`config.mk`:
```
export PLATFORM = sky130hd
export DESIGN_NAME = http_chunked_body_decoder_flat
export DESIGN_NICKNAME = d
export VERILOG_FILES = /design/src/rtl/core/hcbd_pkg.sv /design/src/rtl/core/hcbd_byte_if.sv /design/src/rtl/core/hcbd_result_if.sv /design/src/rtl/core/http_chunked_body_decoder.sv /design/src/flat_wrapper.sv
export SDC_FILE = /design/constraint.sdc
export NUM_CORES = 1
export LEC_CHECK = 0
export BUFFER_PORTS_ARGS = -buffer_cell sky130_fd_sc_hd__buf_2
export CAP_MARGIN = 0
export CORE_MARGIN = 5
export CORE_UTILIZATION = 45
export CTS_CLUSTER_DIAMETER = 40
export CTS_CLUSTER_SIZE = 12
export DETAILED_ROUTE_END_ITERATION = 7
export SLEW_MARGIN = 20
export SYNTH_ARGS = -nofsm -noshare
export SYNTH_HDL_FRONTEND = slang
export SYNTH_SLANG_ARGS = --single-unit
```
`constraint.sdc`:
```
create_clock -name clk -period 2.3 [get_ports clk]
set_input_delay 0.115 -clock clk [delete_from_list [all_inputs] [get_ports clk]]
set_output_delay 0.115 -clock clk [all_outputs]
set_load 0.05 [all_outputs]
```
`src/rtl/core/hcbd_pkg.sv`:
```
// Shared types, character codes and hex decode for the chunked body decoder.
package hcbd_pkg;

  typedef enum logic [2:0] {
    PH_SIZE    = 3'd0,
    PH_SIZE_CR = 3'd1,
    PH_DATA    = 3'd2,
    PH_TRAIL   = 3'd3,
    PH_DONE    = 3'd4
  } phase_t;

  typedef enum logic {
    OP_BYTE    = 1'b0,
    OP_RESTART = 1'b1
  } op_t;

  typedef enum logic {
    KIND_PAYLOAD = 1'b0,
    KIND_END     = 1'b1
  } kind_t;

  localparam logic [7:0] CH_CR    = 8'h0D;
  localparam logic [7:0] CH_LF    = 8'h0A;
  localparam logic [7:0] CH_SEMI  = 8'h3B;
  localparam logic [7:0] CH_0     = 8'h30;
  localparam logic [7:0] CH_9     = 8'h39;
  localparam logic [7:0] CH_LO_A  = 8'h61;
  localparam logic [7:0] CH_LO_F  = 8'h66;
  localparam logic [7:0] CH_UP_A  = 8'h41;
  localparam logic [7:0] CH_UP_F  = 8'h46;
  localparam logic [7:0] HEX_TEN  = 8'd10;

  typedef struct packed {
    logic       ok;
    logic [3:0] val;
  } hex_t;

  function automatic hex_t hex_decode(logic [7:0] c);
    hex_t       h;
    logic [7:0] t;
    h.ok  = 1'b0;
    h.val = 4'd0;
    t     = 8'd0;
    if (c >= CH_0 && c <= CH_9) begin
      t     = c - CH_0;
      h.ok  = 1'b1;
      h.val = t[3:0];
    end else if (c >= CH_LO_A && c <= CH_LO_F) begin
      t     = c - CH_LO_A + HEX_TEN;
      h.ok  = 1'b1;
      h.val = t[3:0];
    end else if (c >= CH_UP_A && c <= CH_UP_F) begin
      t     = c - CH_UP_A + HEX_TEN;
      h.ok  = 1'b1;
      h.val = t[3:0];
    end
    return h;
  endfunction

endpackage

```
`src/rtl/core/hcbd_byte_if.sv`:
```
// Input channel: one body word or a restart command.
interface hcbd_byte_if;
  logic       valid;
  logic       ready;
  logic       operation;
  logic [7:0] body_byte;

  modport source (output valid, output operation, output body_byte, input ready);
  modport sink   (input valid, input operation, input body_byte, output ready);
endinterface

```
`src/rtl/core/hcbd_result_if.sv`:
```
// Output channel: one decoded payload word or the end-of-body marker.
interface hcbd_result_if;
  logic       valid;
  logic       ready;
  logic       result_kind;
  logic [7:0] payload_byte;

  modport source (output valid, output result_kind, output payload_byte, input ready);
  modport sink   (input valid, input result_kind, input payload_byte, output ready);
endinterface

```
`src/rtl/core/http_chunked_body_decoder.sv`:
```
// Chunked transfer-encoding body decoder: strips size lines, passes payload words.
//
//   channel  dir  word fields                    handshake
//   body     in   operation, body_byte           valid/ready
//   result   out  result_kind, payload_byte      valid/ready
//
// One word per cycle unless stalled; a result is valid in the cycle after its word.
// The parser state and the output register update in the same cycle as acceptance.
// body.ready is low only while the output register holds a result not yet taken.
// rst (synchronous) returns the parser to the size-line phase and empties the output.
module http_chunked_body_decoder #(
  parameter int SIZE_WIDTH = 32
) (
  input  logic                 clk,
  input  logic                 rst,
  hcbd_byte_if.sink            body,
  hcbd_result_if.source        result
);

  hcbd_pkg::phase_t        phase, phase_next;
  logic [SIZE_WIDTH-1:0]   acc, acc_next;
  logic [SIZE_WIDTH-1:0]   remaining, remaining_next;
  logic                    in_ext, in_ext_next;

  logic                    res_valid;
  logic                    res_kind;
  logic [7:0]              res_byte;

  logic                    take;
  logic                    emit;
  hcbd_pkg::kind_t         emit_kind;
  logic [7:0]              emit_byte;
  hcbd_pkg::hex_t          hex;
  logic [7:0]              c;

  assign body.ready          = !res_valid || result.ready;
  assign take                = body.valid && body.ready;
  assign c                   = body.body_byte;
  assign hex                 = hcbd_pkg::hex_decode(c);

  assign result.valid        = res_valid;
  assign result.result_kind  = res_kind;
  assign result.payload_byte = res_byte;

  always_ff @(posedge clk) begin
    if (rst) begin
      phase     <= hcbd_pkg::PH_SIZE;
      acc       <= '0;
      remaining <= '0;
      in_ext    <= 1'b0;
    end else begin
      phase     <= phase_next;
      acc       <= acc_next;
      remaining <= remaining_next;
      in_ext    <= in_ext_next;
    end
  end

  always_comb begin
    phase_next     = phase;
    acc_next       = acc;
    remaining_next = remaining;
    in_ext_next    = in_ext;
    emit           = 1'b0;
    emit_kind      = hcbd_pkg::KIND_PAYLOAD;
    emit_byte      = 8'd0;
    if (take) begin
      if (body.operation == hcbd_pkg::OP_RESTART) begin
        phase_next     = hcbd_pkg::PH_SIZE;
        acc_next       = '0;
        remaining_next = '0;
        in_ext_next    = 1'b0;
      end else begin
        unique case (phase)
          hcbd_pkg::PH_SIZE: begin
            if (c == hcbd_pkg::CH_CR) begin
              phase_next = hcbd_pkg::PH_SIZE_CR;
            end else if (c == hcbd_pkg::CH_SEMI) begin
              in_ext_next = 1'b1;
            end else if (!in_ext && hex.ok) begin
              acc_next = {acc[SIZE_WIDTH-5:0], hex.val};
            end
          end
          hcbd_pkg::PH_SIZE_CR: begin
            if (c == hcbd_pkg::CH_LF) begin
              remaining_next = acc;
              acc_next       = '0;
              in_ext_next    = 1'b0;
              if (acc == '0) begin
                phase_next = hcbd_pkg::PH_DONE;
                emit       = 1'b1;
                emit_kind  = hcbd_pkg::KIND_END;
              end else begin
                phase_next = hcbd_pkg::PH_DATA;
              end
            end
          end
          hcbd_pkg::PH_DATA: begin
            remaining_next = remaining - SIZE_WIDTH'(1);
            if (remaining == SIZE_WIDTH'(1)) begin
              phase_next = hcbd_pkg::PH_TRAIL;
            end
            emit      = 1'b1;
            emit_kind = hcbd_pkg::KIND_PAYLOAD;
            emit_byte = c;
          end
          hcbd_pkg::PH_TRAIL: begin
            if (c == hcbd_pkg::CH_CR) begin
              phase_next = hcbd_pkg::PH_SIZE;
            end
          end
          default: begin
          end
        endcase
      end
    end
  end

  always_ff @(posedge clk) begin
    if (rst) begin
      res_valid <= 1'b0;
    end else if (take) begin
      res_valid <= emit;
    end else if (result.ready) begin
      res_valid <= 1'b0;
    end
  end

  always_ff @(posedge clk) begin
    if (take && emit) begin
      res_kind <= emit_kind;
      res_byte <= emit_byte;
    end
  end

  // end marker never carries payload
  a_end_zero: assert property (@(posedge clk) disable iff (rst)
    result.valid && result.result_kind == hcbd_pkg::KIND_END |-> result.payload_byte == 8'd0)
    else $error("end marker with nonzero payload");

  // data phase always has words left to pass
  a_data_nonzero: assert property (@(posedge clk) disable iff (rst)
    phase == hcbd_pkg::PH_DATA |-> remaining != '0)
    else $error("data phase with zero remaining count");

  // restart clears the parser
  a_restart: assert property (@(posedge clk) disable iff (rst)
    take && body.operation == hcbd_pkg::OP_RESTART |=>
      phase == hcbd_pkg::PH_SIZE && acc == '0 && remaining == '0 && !in_ext)
    else $error("restart did not clear parser state");

  // nothing comes out after the body has ended
  a_done_silent: assert property (@(posedge clk) disable iff (rst)
    take && body.operation == hcbd_pkg::OP_BYTE && phase == hcbd_pkg::PH_DONE |=> !result.valid)
    else $error("result produced after end of body");

endmodule
```
`src/flat_wrapper.sv`:
```
// flat-port wrapper written by rule: the top's interface ports become plain ports
module http_chunked_body_decoder_flat 
#(
  parameter int SIZE_WIDTH = 32
)
  (clk, rst, body_valid, body_operation, body_body_byte, body_ready, result_valid, result_result_kind, result_payload_byte, result_ready);
  hcbd_byte_if body_i ();
  hcbd_result_if result_i ();
  input  logic clk;
  input  logic rst;
  input wire logic [$bits(body_i.valid)-1:0] body_valid;
  input wire logic [$bits(body_i.operation)-1:0] body_operation;
  input wire logic [$bits(body_i.body_byte)-1:0] body_body_byte;
  output wire logic [$bits(body_i.ready)-1:0] body_ready;
  output wire logic [$bits(result_i.valid)-1:0] result_valid;
  output wire logic [$bits(result_i.result_kind)-1:0] result_result_kind;
  output wire logic [$bits(result_i.payload_byte)-1:0] result_payload_byte;
  input wire logic [$bits(result_i.ready)-1:0] result_ready;
  assign body_i.valid = body_valid;
  assign body_i.operation = body_operation;
  assign body_i.body_byte = body_body_byte;
  assign body_ready = body_i.ready;
  assign result_valid = result_i.valid;
  assign result_result_kind = result_i.result_kind;
  assign result_payload_byte = result_i.payload_byte;
  assign result_i.ready = result_ready;
  http_chunked_body_decoder #(.SIZE_WIDTH(SIZE_WIDTH)) u_core (.clk(clk), .rst(rst), .body(body_i), .result(result_i));
endmodule
```
=== After elaboration in Yosys (flattened, before gate mapping) ===
Cells that the tools add are included.

* Flip-flop bits (word level): 78
* Bits of input ports: 13
* Output and inout bits: 11
* Logic and storage cells: 89

* $add $sub $neg: 6
* Order comparisons: 6
* Equal/unequal tests: 15
* Multiplexer cells: 31
* Bitwise operators: 3
* Reduce and logical (&&, ||, !) cells: 21

{| class="wikitable"
|+ Operators with widths
! operator !! number
|-
| 32-bit 2-to-1 mux || 7
|-
| 32-bit case mux with 2 select lines || 2
|-
| 32-bit by 1-bit equality test with 1-bit output (second input constant) || 1
|-
| 32-bit logical NOT || 1
|-
| 32-bit by 1-bit subtractor with 32-bit output (second input constant) || 1
|-
| 3-bit 2-to-1 mux || 6
|-
| 3-bit by 2-bit != test with 1-bit output (second input constant) || 6
|-
| 8-bit by 4-bit equality test with 1-bit output (second input constant) || 2
|-
| 8-bit by 7-bit >= comparator with 1-bit output (second input constant) || 2
|-
| 8-bit by 7-bit less-or-equal comparator with 1-bit output (second input constant) || 2
|-
| 5-bit 2-to-1 mux || 3
|-
| 3-bit case mux with 4 select lines || 1
|-
| 6-bit AND reduction || 2
|-
| 4-bit by 1-bit subtractor with 4-bit output (second input constant) || 3
|-
| 1-bit 2-to-1 mux || 10
|-
| 4-bit adder (second input constant) || 2
|-
| 8-bit by 6-bit equality test with 1-bit output (second input constant) || 1
|-
| 8-bit by 6-bit >= comparator with 1-bit output (second input constant) || 1
|-
| 8-bit by 6-bit less-or-equal comparator with 1-bit output (second input constant) || 1
|-
| 3-bit by 2-bit equality test with 1-bit output (second input constant) || 2
|-
| 1-bit logical AND || 6
|-
| 3-bit != test (second input constant) || 2
|-
| 3-bit nonzero test || 2
|-
| 3-bit OR reduction || 2
|-
| other kinds (10) || 14
|}

=== Longest topological paths before layout ===
Gate-level depths: netlist (run 1).

* Depth after elaboration: 11
* Gate-level depth with buffers: 10
* Depth with buffers taken out: 8

=== Worst setup path before layout (run 1) ===
Ideal clock, no wire load.

* Path type: reg2reg
* From: register u_core.res_valid, in the netlist u_core.result.valid
* To: register u_core.acc[12]
* Setup time: 0.059 ns
* Arrival: 2.212 ns
* Data required time: 2.241 ns
* Slack: 0.030 ns
* Cell stages (with the launch flop): 7
* Buffers on the path: 1
* Period minus slack after synthesis: 2.270 ns
* Cells stage by stage: dfxtp_1 nand2b_1 and2_1 and4_4 nor4b_4 buf_6 a22o_1

* Cells in the longest elaborated chain, start to end: 4

{| class="wikitable"
|+ Ends and longest elaborated chain
! item !! line !! RTL
|-
| from (decl) || http_chunked_body_decoder.sv:25 || <nowiki>logic res_valid;</nowiki>
|-
| from (signal assigned) || http_chunked_body_decoder.sv:123 || <nowiki>res_valid <= emit;</nowiki>
|-
| 1-bit logical NOT || http_chunked_body_decoder.sv:36 || <nowiki>assign body.ready = !res_valid || result.ready;</nowiki>
|-
| 1-bit logical OR || http_chunked_body_decoder.sv:36 ||
|-
| net body_ready || flat_wrapper.sv:14 || <nowiki>output wire logic [$bits(body_i.ready)-1:0] body_ready;</nowiki>
|-
| 1-bit logical AND || http_chunked_body_decoder.sv:37 || <nowiki>assign take = body.valid && body.ready;</nowiki>
|-
| 6-bit AND reduction (no line) || n/a ||
|-
| to (signal assigned) || http_chunked_body_decoder.sv:53 || <nowiki>acc <= acc_next;</nowiki>
|-
| to (decl) || http_chunked_body_decoder.sv:21 || <nowiki>logic [SIZE_WIDTH-1:0] acc, acc_next;</nowiki>
|}

The timed path passes the listed nets, and every way through them passes these cells.
A chain may end at the register's enable or synchronous reset.

=== Final worst setup path (run 1) ===
* From: register u_core.phase[1]
* To: register u_core.acc[24]

* Cells in the longest elaborated chain, start to end: 3
* Elaborated cells on any way between the ends: 10
* Those cells by class: eq/ne (5); mux (2); reduce/logical (3)

{| class="wikitable"
|+ Ends and longest elaborated chain
! item !! line !! RTL
|-
| from (decl) || http_chunked_body_decoder.sv:20 || <nowiki>hcbd_pkg::phase_t phase, phase_next;</nowiki>
|-
| from (signal assigned) || http_chunked_body_decoder.sv:47 || <nowiki>phase <= hcbd_pkg::PH_SIZE;</nowiki>
|-
| from (signal assigned) || http_chunked_body_decoder.sv:52 || <nowiki>phase <= phase_next;</nowiki>
|-
| 3-bit by 1-bit equality test with 1-bit output / 3-bit logical NOT (equally long branches) || http_chunked_body_decoder.sv:74 || <nowiki>unique case (phase)</nowiki>
|-
| 3-bit by 2-bit != test with 1-bit output (no line), or another cell as far along || n/a ||
|-
| 6-bit AND reduction (no line) / 32-bit 2-to-1 mux (equally long branches) || n/a ||
|}

Parallel ways exist; a longest one is shown, timed or not.

==> out/metrics.yaml, run 1 <==
logic_synthesis:
  synth_compound_area_share_pct: 25.8
  synth_cell_type_count: 67
  synth_warnings: 0
  synth_fp_nets: 497
  synth_top_family_by_area: "compound AO/OA/AOI/OAI gates"
  synth_edf_count: 9
  ys.flop_type: "dfxtp_1"
  postSynthCellCount: 478
  synth-simple-area-share_pct: 25.2
  yosys.area_share.xor_xnor_pct: 1.49
  synthMuxAreaShare_pct: 0.728
  postSynthAreaPerCell_um2: 8.63
  synth_seq_area_share_pct: 40.0
  synth_area_um2: 4130
  synth_fa_ha_area_share_pct: 1.82
  synth_seq_cells: 78
  async_flop_share_pct: 0
floorplanning:
  die_area_um2: 11200
  rows: 35
  die_height_um: 106
  start_util_pct: 45.3
  ioPinCount: 24
  die_x_um: 106
  coreArea_um2: 9110
sta:
  fmax_mhz: 446
  maxSlewHeadroom_pct: 48.7
  tightestPinTransition_ns: 0.768
  finalWorstSetupSlack_ns: 0.0556
  hold_violations: 0
  min_period_ns: 2.24
  setup_viol: 0
  fin_skew_ns: 0.00674
  setup_tns_ns: 0
  drv_slew: 0
  finalCritPeriodShare_pct: 97.6
global_routing:
  grt_usage_pct: 21.3
  antenna_found_initial: 0
  grt_pass1_vias: 3716
  grt_overflow: 0
  grt_pass1_wl_um: 19100
  grt_max_degree: 51
placed_design:
  preCtsSetupSlack_ns: -0.205
  dpl_cell_area_um2: 4560
  numPortBuffers: 23
  hpwl_um: 7810
  gp_congestion: 0.827
power:
  p_switching_uw: 762
  power_density_nw_per_um2: 560
  switching_share_pct: 27.5
  intPower_uw: 2010
  leakage_uw: 0.00191
  clkPwrFrac_pct: 35.0
  ir_worst_vdd_v: 0.000288
  p_comb_share_pct: 14.7
  p_seq_share_pct: 50.3
clock_network:
  clk_path_buf_depth: 2
  clkSinkCount: 78
  cts-root-buf: "clkbuf_8"
  path_clk_slew_ns: 0.08
  clock_latency_ns: 0.35
  cts_buffers: 9
  h-tree-depth: 3
  cts_tree: "built"
min_path:
  min_path_cells: 3
  hold_class: "in -> reg"
  hp-start: "body_valid"
  min_to: "u_core.result.valid"
finish:
  drive_gt1_share_pct: 23.2
  diodes: 0
  fin_area_um2: 4940
  final_util_pct: 54.3
  num-fill-cells: 855
  nets: 556
  syn2layout_area_growth_pct: 19.9
routing:
  firstDrtPassIters: 5
  drc: 0
  ant_nets: 0
  first_iter_violations: 337
  viasPerCell: 6.04
  drt-total-wl_um: 11700
  num_vias: 3943
  wl_per_cell_um: 18.0
setup_path:
  reg2reg_from: "u_core.phase[1]"
  r2r_end: "u_core.acc[24]"
  worst_ep_required_time_ns: 2.60
  worstPathArrival_ns: 2.54
  r2r.worst_path.cells: 10
  rrSetupSlack_ns: 0.06
  endpoint_kind: "flip-flop"
  path_max_fanout: 7
  worstSetupStartpointType: "flip-flop"
  path_class: "reg -> reg"
status:
  status: "finished clean"
job:
  max_cap_violations: 0
-- critical path, cell delays in order (launching register included) --
cell and delay (ns):
dfxtp_4 0.37, buf_4 0.14, or4b_4 0.52, a31o_4 0.23, and4_4 0.17, buf_6 0.12, o21ai_4 0.05, and2b_2 0.21
buf_6 0.13, clkbuf_16 0.15, a22o_1 0.11
-- kinds of logic after synthesis --
group / Yosys count
buffers and inverters: 40
adder cells (fa/ha/maj): 6
XOR/XNOR: 7
multiplexers: 3
AND/OR/NAND/NOR: 185
flip-flops: 78
AO/OA/AOI/OAI: 159
-- final cells by class --
| class | count | area [um^2] | area share, % |
|---|---|---|---|
| Tap cell | 111 | 139 | 2.81 |
| Clock inverter | 3 | 17.5 | 0.354 |
| Clock buffer | 13 | 160 | 3.24 |
| Multi-Input combinational cell | 360 | 2300 | 46.5 |
| Inverter | 8 | 30.0 | 0.607 |
| Sequential cell | 78 | 1660 | 33.5 |
| Timing Repair Buffer | 80 | 643 | 13.0 |
-- power by group through the flow --
stage	clock (uW)	combinational (uW)	sequential, uW
2_1_floorplan	0	230	1430
3_3_place_gp	0	356	1420
3_5_place_dp	0	359	1430
4_1_cts	991	380	1390
5_1_grt	1050	443	1390
6_report	971	408	1390
-- per-layer routing --
metal / part of all wire [%] / vias to the layer above / routed length [um] / GRT usage [%]
li1: - / 1911 / - / -
met1: 46 / 1880 / 5450 / 27.9
met2: 46 / 120 / 5380 / 35.1
met3: 4.9 / 32 / 573 / 3.49
met4: 2.9 / 0 / 335 / 8.05
met5: 0 / - / 0 / 0
-- Yosys cell counts, types with 8 or more instances --
master | n | area, um^2
a21oi_1 | 37 | 185
a22o_1 | 23 | 201
a22o_2 | 8 | 80.1
a22oi_1 | 8 | 60.1
and2_1 | 9 | 56.3
and3_1 | 9 | 56.3
clkbuf_1 | 18 | 67.6
dfxtp_1 | 69 | 1380
edfxtp_1 | 9 | 270
nand2_1 | 32 | 120
nor2_1 | 42 | 158
nor3_1 | 18 | 90.1
nor4_1 | 22 | 138
o21ai_0 | 46 | 230
-- metrics by stage --
| step | total power [uW] | std cells | hold WS [ns] |
|---|---|---|---|
| 2_1_floorplan | 1660 | 478 | 0.277 |
| 3_3_place_gp | 1780 | 624 | 0.416 |
| 3_5_place_dp | 1780 | 624 | 0.413 |
| 4_1_cts | 2760 | 647 | 0.0373 |
| 5_1_grt | 2890 | 653 | 0.0455 |
| 6_report | 2770 | 653 | 0.0506 |
-- what timing repair did --
action | in CTS | in global routing
resized for setup | 6 | 8
pin swaps | 0 | 2
cloned | 1 | 2
hold buffers | 0 | 0
setup endpoints to repair | 32 | 38
setup buffers | 6 | 4
-- flip-flops by register name, summed over array words and instances, names as in the netlist --
name / flops
u_core.acc: 32
u_core.result.valid: 1
u_core.in_ext: 1
u_core.result.payload_byte: 8
u_core.phase: 3
u_core.remaining: 32
u_core.result.result_kind: 1
-- placed cells by master (no fill, tap or decap), types with 5 or more instances in the layout --
| cell | count |
|---|---|
| clkbuf_8 | 9 |
| nand2b_1 | 7 |
| o31ai_1 | 6 |
| nand3b_1 | 6 |
| nor4_1 | 21 |
| ha_1 | 6 |
| and2_1 | 9 |
| nor2b_1 | 6 |
| nand3_1 | 6 |
| a22o_2 | 8 |
| a22oi_1 | 8 |
| xnor2_1 | 5 |
| edfxtp_1 | 9 |
| inv_1 | 6 |
| nand2_1 | 32 |
| dfxtp_1 | 66 |
| a22o_1 | 23 |
| nor2_1 | 41 |
| buf_4 | 49 |
| o21ai_0 | 46 |
| buf_2 | 23 |
| and3_1 | 9 |
| a21oi_1 | 37 |
| nor3_1 | 18 |
-- how the worst max path moves through the flow --
stage / start / end / slack [ns] / cells past startpoint
2_1_floorplan: u_core.result.valid / u_core.acc[12] / 0.03 / 6
3_3_place_gp: body_body_byte[1] / u_core.acc[25] / -0.16 / 9
3_5_place_dp: body_body_byte[1] / u_core.acc[26] / -0.21 / 9
4_1_cts: u_core.phase[1] / u_core.acc[26] / 0.03 / 9
5_1_grt: u_core.phase[1] / u_core.acc[28] / -0.006 / 10
6_report: u_core.phase[1] / u_core.acc[24] / 0.06 / 10
Note: power is estimated with default switching activity, not from simulation.
==> run 2: changes to the inputs <==
- RECOVER_POWER: unset -> 100
==> out/metrics.yaml, run 2 (synthesis results as in run 1) <==
routing:
  viasPerCell: 5.98
  drt-total-wl_um: 11800
  firstDrtPassIters: 6
  num_vias: 3903
  drc: 0
  first_iter_violations: 342
  ant_nets: 0
  wl_per_cell_um: 18.0
power:
  leakage_uw: 0.00187
  switching_share_pct: 27.6
  power_density_nw_per_um2: 563
  p_switching_uw: 763
  p_seq_share_pct: 50.3
  clkPwrFrac_pct: 35.1
  power_uw: 2770
  ir_worst_vdd_v: 0.000288
  intPower_uw: 2010
  p_comb_share_pct: 14.6
clock_network:
  cts-root-buf: "clkbuf_8"
  holdBufCountCts: 0
  h-tree-depth: 3
  cts_tree: "built"
  cts_buffers: 9
  path_clk_slew_ns: 0.08
  clkSinkCount: 78
  clock_latency_ns: 0.35
  clk_path_buf_depth: 2
placed_design:
  numPortBuffers: 23
  gp_congestion: 0.827
  hpwl_um: 7810
  place_inst: 624
finish:
  seq_area_um2: 1660
  finalNonFillerCells: 653
  final_common_cell: "dfxtp_1"
  diodes: 0
  drive_gt1_share_pct: 20.3
  multi_input_area_um2: 2300
  layout_common_cells: "67 x dfxtp_1, 46 x o21ai_0, 45 x buf_4"
  num-fill-cells: 867
  syn2layout_area_growth_pct: 19.2
  nets: 556
setup_path:
  reg2reg_from: "u_core.phase[1]"
  path_class: "reg -> reg"
  rrSetupSlack_ns: 0.05
  r2r_end: "u_core.acc[7]"
  endpoint_kind: "flip-flop"
  worstSetupStartpointType: "flip-flop"
  path_max_fanout: 7
  r2r.worst_path.cells: 10
  worst_ep_required_time_ns: 2.60
  worstPathArrival_ns: 2.54
floorplanning:
  die_area_um2: 11200
  die_x_um: 106
  die_height_um: 106
  coreArea_um2: 9110
  start_util_pct: 45.3
  ioPinCount: 24
  rows: 35
sta:
  tightestPinTransition_ns: 0.780
  min_period_ns: 2.25
  maxSlewHeadroom_pct: 48.0
  fmax_mhz: 445
  drv_slew: 0
  finalCritPeriodShare_pct: 97.7
  fin_skew_ns: 0.00769
  hold_violations: 0
  setup_viol: 0
min_path:
  min_path_cells: 3
  hp-start: "body_valid"
  hold_class: "in -> reg"
  min_to: "u_core.result.valid"
job:
  max_cap_violations: 0
global_routing:
  grt_use_met1_pct: 27.9
  antenna_found_initial: 0
  grt_use_met3_pct: 3.49
  grt_pass1_vias: 3716
  grt_max_degree: 51
  grt_most_used_layer: "met2"
  grt_pass1_wl_um: 19100
  grt_overflow: 0
  grtUsageMet2_pct: 35.1
  grt_usage_pct: 21.3
status:
  status: "finished clean"
run 2: what timing repair did:
| action | 4_1_cts | 5_1_grt |
|---|---|---|
| gates resized for setup | 6 | 8 |
| buffers inserted | 6 | 4 |
| pin swaps | 0 | 2 |
| endpoints found under the setup margin | 32 | 38 |
| gates cloned | 1 | 2 |
run 2: power by group through the flow:
stage | Combinational (uW) | Clock [uW] | Sequential [uW]
2_1_floorplan | 230 | 0 | 1430
3_3_place_gp | 356 | 0 | 1420
3_5_place_dp | 359 | 0 | 1430
4_1_cts | 380 | 991 | 1390
5_1_grt | 441 | 1050 | 1390
6_report | 405 | 972 | 1390
run 2: metrics by stage:
stage	instance area, um^2	utilization (%)	setup slack, ns	hold slack (ns)	setup TNS (ns)
finish	4920	54.0	0.0535	0.0503	0
global route	4920	54.0	-0.00533	0.0455	-0.00999
CTS	4830	53.1	0.0293	0.0373	0
detailed placement	4560	50.1	-0.205	0.413	-2.48
global placement	4560	50.1	-0.165	0.416	-1.73
floorplan	4130	-	0.0298	0.277	0
run 2: worst max-delay path, cell delays in order, from the launching register on:
cell	delay, ns
dfxtp_4	0.37
buf_4	0.14
or4b_4	0.52
a31o_4	0.23
and4_4	0.17
buf_6	0.12
o21ai_4	0.05
and2b_2	0.21
buf_6	0.13
clkbuf_16	0.15
a22o_2	0.12
run 2: how the worst max path moves through the flow:
stage,to,from,slack [ns],cells past startpoint
finish,u_core.acc[7],u_core.phase[1],0.05,10
floorplan,u_core.acc[12],u_core.result.valid,0.03,6
detailed placement,u_core.acc[26],body_body_byte[1],-0.21,9
global route,u_core.acc[28],u_core.phase[1],-0.005,10
global placement,u_core.acc[25],body_body_byte[1],-0.16,9
CTS,u_core.acc[26],u_core.phase[1],0.03,9
run 2: area by class of cell:
cell class                      count  share of cell area [%]
Clock buffer                       13                    3.26
Clock inverter                      3                   0.356
Inverter                            8                   0.611
Multi-Input combinational cell    360                    46.7
Sequential cell                    78                    33.7
Tap cell                          111                    2.82
Timing Repair Buffer               80                    12.6
run 2: metal layers:
metal  wire length [um]  up-vias
met1               5450     1860
met3                546       24
li1                   -     1909
met4                285        0
met5                  0        -
met2               5500      110
==> run 3: changes to the inputs <==
- CORE_UTILIZATION: 45 -> 50
- GPL_ROUTABILITY_DRIVEN: unset -> 0
- PLACE_DENSITY: unset -> 0.67
==> out/metrics.yaml, run 3 (synthesis results as in run 1) <==
status:
  status: "finished clean"
sta:
  drv_slew: 0
  maxSlewHeadroom_pct: 56.4
  hold_violations: 0
  finalCritPeriodShare_pct: 95.0
  setup_tns_ns: 0
  tightestPinTransition_ns: 0.654
  setup_viol: 0
  min_period_ns: 2.18
  fmax_mhz: 458
  rsz0062_at_grt: "no"
  fin_skew_ns: 0.0118
finish:
  finalNonFillerCells: 616
  final_common_cell: "dfxtp_1"
  drive_gt1_share_pct: 15.7
  nets: 525
  multi_input_area_um2: 2280
  syn2layout_area_growth_pct: 12.2
  layout_common_cells: "68 x dfxtp_1, 48 x o21ai_0, 41 x nor2_1"
  num-fill-cells: 750
  diodes: 0
  seq_area_um2: 1650
global_routing:
  grt_use_met1_pct: 30.2
  grt_pass1_wl_um: 18100
  grt_overflow: 0
  grt_most_used_layer: "met2"
  grt_pass1_vias: 3642
  grtUsageMet2_pct: 35.4
  grt_usage_pct: 22.3
  grt_use_met3_pct: 2.91
  antenna_found_initial: 0
  grt_max_degree: 51
setup_path:
  path_class: "reg -> reg"
  endpoint_kind: "flip-flop"
  worst_ep_required_time_ns: 2.60
  worstPathArrival_ns: 2.48
  worstSetupStartpointType: "flip-flop"
  path_max_fanout: 28
routing:
  ant_nets: 0
  first_iter_violations: 208
  drt-total-wl_um: 10800
  num_vias: 3834
  viasPerCell: 6.22
  wl_per_cell_um: 17.5
  drc: 0
  firstDrtPassIters: 5
clock_network:
  holdBufCountCts: 0
  clock_latency_ns: 0.35
  cts_buffers: 9
  cts_tree: "built"
  clkSinkCount: 78
  clk_path_buf_depth: 2
  cts-root-buf: "clkbuf_8"
  path_clk_slew_ns: 0.09
  h-tree-depth: 3
floorplanning:
  ioPinCount: 24
  rows: 33
  start_util_pct: 50.7
  coreArea_um2: 8130
  die_height_um: 101
  die_x_um: 101
  die_area_um2: 10200
power:
  leakage_uw: 0.00171
  ir_worst_vdd_v: 0.000354
  power_density_nw_per_um2: 606
placed_design:
  place_inst: 600
  numPortBuffers: 23
  hpwl_um: 7530
min_path:
  hold_class: "in -> reg"
job:
  max_cap_violations: 0
## run 3: stage by stage
stage | util (%) | total power (uW) | instance area (um^2) | setup WS, ns | hold slack (ns)
floorplan | - | 1660 | 4130 | 0.0298 | 0.277
global placement | 54.7 | 1760 | 4450 | 0.157 | 0.415
detailed placement | 54.7 | 1760 | 4450 | 0.0738 | 0.446
CTS | 57.2 | 2830 | 4650 | 0.0773 | 0.0720
global route | 56.9 | 2930 | 4630 | 0.0164 | 0.0842
finish | 56.9 | 2810 | 4630 | 0.116 | 0.0791
## run 3: path summary, 6_finish.rpt
check,from,end,slack [ns],depth (start not counted)
max,u_core.phase[2],u_core.acc[30],0.12,7
min,body_valid,u_core.result.valid,0.08,3
max reg2reg,u_core.phase[2],u_core.acc[30],0.12,7
min reg2reg,u_core.remaining[23],u_core.remaining[23],0.49,2
## run 3: final cells by class
class                      count  area share, %
tap                          105           2.84
timing repair buffer          49           7.03
inverter                       8          0.649
clock inverter                 6           1.49
clock buffer                  10           2.97
multi-input combinational    360           49.3
sequential                    78           35.7
## run 3: critical path, cell delays in order, from the launching register on
cell     delay, ns
dfxtp_1       0.42
or4b_1        0.58
a31o_2        0.27
and4_4        0.19
o21ai_4       0.12
and2b_1       0.21
buf_12        0.18
a22o_1        0.14
## run 3: timing repair
action                     in CTS  in global routing
hold endpoints to repair        0                  0
gates resized for setup         0                  5
setup endpoints to repair       0                 19
buffers inserted                0                  0
## run 3: per-layer routing
layer | vias up | wire, um
li1 | 1852 | -
met3 | 21 | 656
met2 | 127 | 5020
met1 | 1834 | 4920
met4 | 0 | 209
met5 | - | 0
## run 3: power breakdown
part           total (uW)  switching, uW  internal [uW]
logic                 339            218            121
registers            1390           11.1           1380
clock network        1070            533            539
total                2810            763           2040
